### config.mk
export PLATFORM = sky130hd
export DESIGN_NAME = cdfgs_ram
export DESIGN_NICKNAME = d
export VERILOG_FILES = /design/src/rtl/cdfgs_ram.sv
export SDC_FILE = /design/constraint.sdc
export NUM_CORES = 1
export LEC_CHECK = 0
export ABC_CLOCK_PERIOD_IN_PS = 5200
export BUFFER_PORTS_ARGS = -buffer_cell sky130_fd_sc_hd__buf_2
export CORE_MARGIN = 1
export CORE_UTILIZATION = 58
export DETAILED_ROUTE_END_ITERATION = 6
export PLACE_DENSITY = 0.82
export SLEW_MARGIN = 25
export SYNTH_ARGS = -nofsm -noshare
export SYNTH_HDL_FRONTEND = slang
export SYNTH_SLANG_ARGS = --single-unit
export TNS_END_PERCENT = 30
### constraint.sdc
create_clock -name clk -period 5.2 [get_ports clk]
set_input_delay 0.52 -clock clk [delete_from_list [all_inputs] [get_ports clk]]
set_output_delay 0.52 -clock clk [all_outputs]
set_load 0.01 [all_outputs]
### src/rtl/cdfgs_ram.sv
`timescale 1ns / 1ps

module cdfgs_ram #(
  parameter int  WIDTH  = 64,
  parameter int  DEPTH  = 2,
  localparam int ADDR_W = (DEPTH > 1) ? $clog2(DEPTH) : 1
) (
  input  logic              clk,
  input  logic              en,
  input  logic              we,
  input  logic [ADDR_W-1:0] addr,
  input  logic [WIDTH-1:0]  wdata,
  output logic [WIDTH-1:0]  rdata
);

  logic [WIDTH-1:0] mem [DEPTH];

  always_ff @(posedge clk) begin
    if (en) begin
      if (we) begin
        mem[addr] <= wdata;
      end
      rdata <= mem[addr];
    end
  end

endmodule

==> flow_metrics.env <==
export IMPL_die_h_um=110
export IMPL_critical_path_slowest_cell="buf_4"
export IMPL_powerDensity_nw_per_um2=400
export IMPL_rows=38
export IMPL_synth_largest_area_cell="edfxtp_1"
export IMPL_yosysTopAreaCellShare_pct=85.9
export IMPL_drive_above_1_share_pct=54.0
export IMPL_max_stage_delay_ps=740
export IMPL_cp_arrival_ps=1920
export IMPL_antenna_found_initial=1
export IMPL_drtPass1Iterations=4
export IMPL_die_area_um2=12000
export IMPL_syn_avg_cell_area_um2=25.3
export IMPL_grt_use_total_pct=18.0
export IMPL_ys_seq_area_share_pct=85.9
export IMPL_tightest_slew_ps=885
export IMPL_path_max_fanout=56
export IMPL_totalWireLength_mm=10.0
export IMPL_synth_edf_count=192
export IMPL_ios=132
export IMPL_synth_cell_area_um2=6710
export IMPL_grt_max_degree=65
export IMPL_fin_crit_sh_pct=33.9
export IMPL_multi_input_area_um2=887
export IMPL_start_util_pct=60.6
export IMPL_netlist_top_cells_count="192 x edfxtp_1, 38 x mux2_4, 26 x mux2_2"
export IMPL_period_needed_ps=1760
export IMPL_switching_share_pct=19.9
export IMPL_gp_congestion=0.683
export IMPL_crit_chain="buf_4, buf_4, mux2_2"
export IMPL_synthFlopType="edfxtp_1"
export IMPL_synth_cell_types=7
export IMPL_clkTransAtPathRegs_ps=60
export IMPL_first_global_vias=2916
export IMPL_crit_type="in -> reg"
export IMPL_synth_cells=265
export IMPL_r2r_cells=1
export IMPL_drtAntennaViolNets=0
export IMPL_overflow=0
export IMPL_post_cts_buffers=0
export IMPL_slew_headroom_pct=41.0
export IMPL_cp_start_kind="input port"
export IMPL_synthMostInstantiatedCell="edfxtp_1"
export IMPL_hold_path_class="in -> reg"
export IMPL_nFillCells=633
export IMPL_p_leak_nw=3.03
export IMPL_final_max_slew_viol_count=0
export IMPL_rsz0062_at_grt="false"
export IMPL_port_buffers=131
export IMPL_core_area_um2=11100
export IMPL_yosys_register_bits=192
export IMPL_fmax_mhz=567
export IMPL_pwr_share_clk_pct=38.4
export IMPL_p_sw_mw=0.644
export IMPL_yosysWarningCount=0
export IMPL_hp_start="wdata[23]"
export IMPL_first_iter_violations=130
export IMPL_diodes=0
export IMPL_num_vias=2944
export IMPL_cts_sinks=192
export IMPL_cts_hold_fix_buffers=0
export IMPL_maxCapViolations=0
export IMPL_final_nets=479
export IMPL_regArea_um2=5770
export IMPL_grt_pass1_wl_mm=14.9
export IMPL_finalHoldViolCount=0
export IMPL_required_ps=5360
export IMPL_finalSetupTns_ps=0
export IMPL_avgRoutedWirePerCell_um=17.8
export IMPL_critPathBufInv=2
export IMPL_setup_viol=0
export IMPL_worstHoldPathCells=1
export IMPL_worst_setup_path_end_kind="register"
export IMPL_clock_latency_ps=420
export IMPL_p_seq_share_pct=56.2
export IMPL_vdd_drop_max_uv=217
export IMPL_synthTopCellsByArea="edfxtp_1 86%, mux2_4 8.5%, mux2_2 4.4%"
export IMPL_synthesis_nets=333
export IMPL_regToRegEndpoint="rdata[36]$_DFFE_PP_"
export IMPL_r2r_start="mem[1][36]$_DFFE_PP_"
export IMPL_die_w_um=110
export IMPL_final_util_pct=73.1
export IMPL_cts_root_buf="clkbuf_16"
export IMPL_total_power_mw=3.24
export IMPL_status="completed"
export IMPL_h_tree_depth=4
export IMPL_synthArstFlopShare_pct=0
export IMPL_cts_made_buffers=17
export IMPL_viasPerCell=5.22
export IMPL_route_detailed_drc=0
export IMPL_ff2ff_setup_slack_ps=4280
export IMPL_p_int_mw=2.59
export IMPL_cts_buffer_depth=2
export IMPL_cp_top_family="buffers and inverters"
export IMPL_syn_to_final_growth_pct=20.6
export IMPL_cts_tree="built"
export IMPL_min_to="mem[0][23]$_DFFE_PP_"
export IMPL_cts_resized=0
export IMPL_fin_skew_ps=8.80
export IMPL_cp_common_cell="buf_4"
export IMPL_p_comb_share_pct=5.4
## flip-flops by register name, indices dropped and copies added, names as in the netlist
signal  cells
mem       128
rdata      64
## cell type report
cell class	instances	area share, %
multi-input cells	66	11.0
clock inverters	13	1.70
well taps	140	2.16
clock buffers	19	5.35
repair buffers	134	8.59
flip-flops and latches	192	71.2
## layout by cell type, fill, tap and decap left out, types with 2 or more instances in the layout
cell type	Yosys	layout
clkbuf_16	0	17
edfxtp_1	192	192
clkinv_2	0	3
clkinvlp_4	0	2
bufinv_16	0	2
mux2_2	26	26
inv_6	0	2
buf_4	0	4
mux2_4	38	38
buf_2	2	129
clkinv_4	0	3
clkbuf_1	0	2
## cells by family (layout without fill, tap and decap cells)
| logic type | Yosys count | count (layout) | share of synthesized area [%] |
|---|---|---|---|
| buffers and inverters | 7 | 166 | 0.988 |
| DFF | 192 | 192 | 85.9 |
| and+or+nand+nor | 2 | 2 | 0.224 |
| muxes | 64 | 64 | 12.9 |
## metal layers
metal | wire, um | GRT usage, %
met1 | 4040 | 21.4
met2 | 5140 | 30.5
met3 | 646 | 5.45
met4 | 206 | 8.10
met5 | 12 | 0
## power by group through the flow
stage / sequential, mW / combinational, mW / clock [mW]
6_report: 1.82 / 0.175 / 1.24
5_1_grt: 1.83 / 0.190 / 1.32
4_1_cts: 1.82 / 0.176 / 1.26
3_5_place_dp: 1.85 / 0.176 / 0
3_3_place_gp: 1.85 / 0.170 / 0
2_1_floorplan: 1.87 / 0.0746 / 0
## stage by stage
stage	hold slack [ps]	instance area (um^2)	std cells	setup slack (ps)
4_1_cts	275	8070	563	3450
3_5_place_dp	534	7500	531	3000
2_1_floorplan	523	6710	265	2360
5_1_grt	271	8090	564	3390
3_3_place_gp	525	7500	531	3030
6_report	284	8090	564	3440
## how the worst max path moves through the flow
stage | start | to | slack [ps] | depth (start not counted)
final | addr | rdata[2]$_DFFE_PP_ | 3440 | 3
after global routing | addr | rdata[2]$_DFFE_PP_ | 3390 | 3
after CTS | addr | rdata[2]$_DFFE_PP_ | 3450 | 3
after detailed placement | addr | rdata[8]$_DFFE_PP_ | 3000 | 3
after global placement | addr | rdata[62]$_DFFE_PP_ | 3030 | 3
after floorplan | addr | mem[0][0]$_DFFE_PP_ | 2360 | 3
No activity file was read; power rests on OpenSTA's default activity.
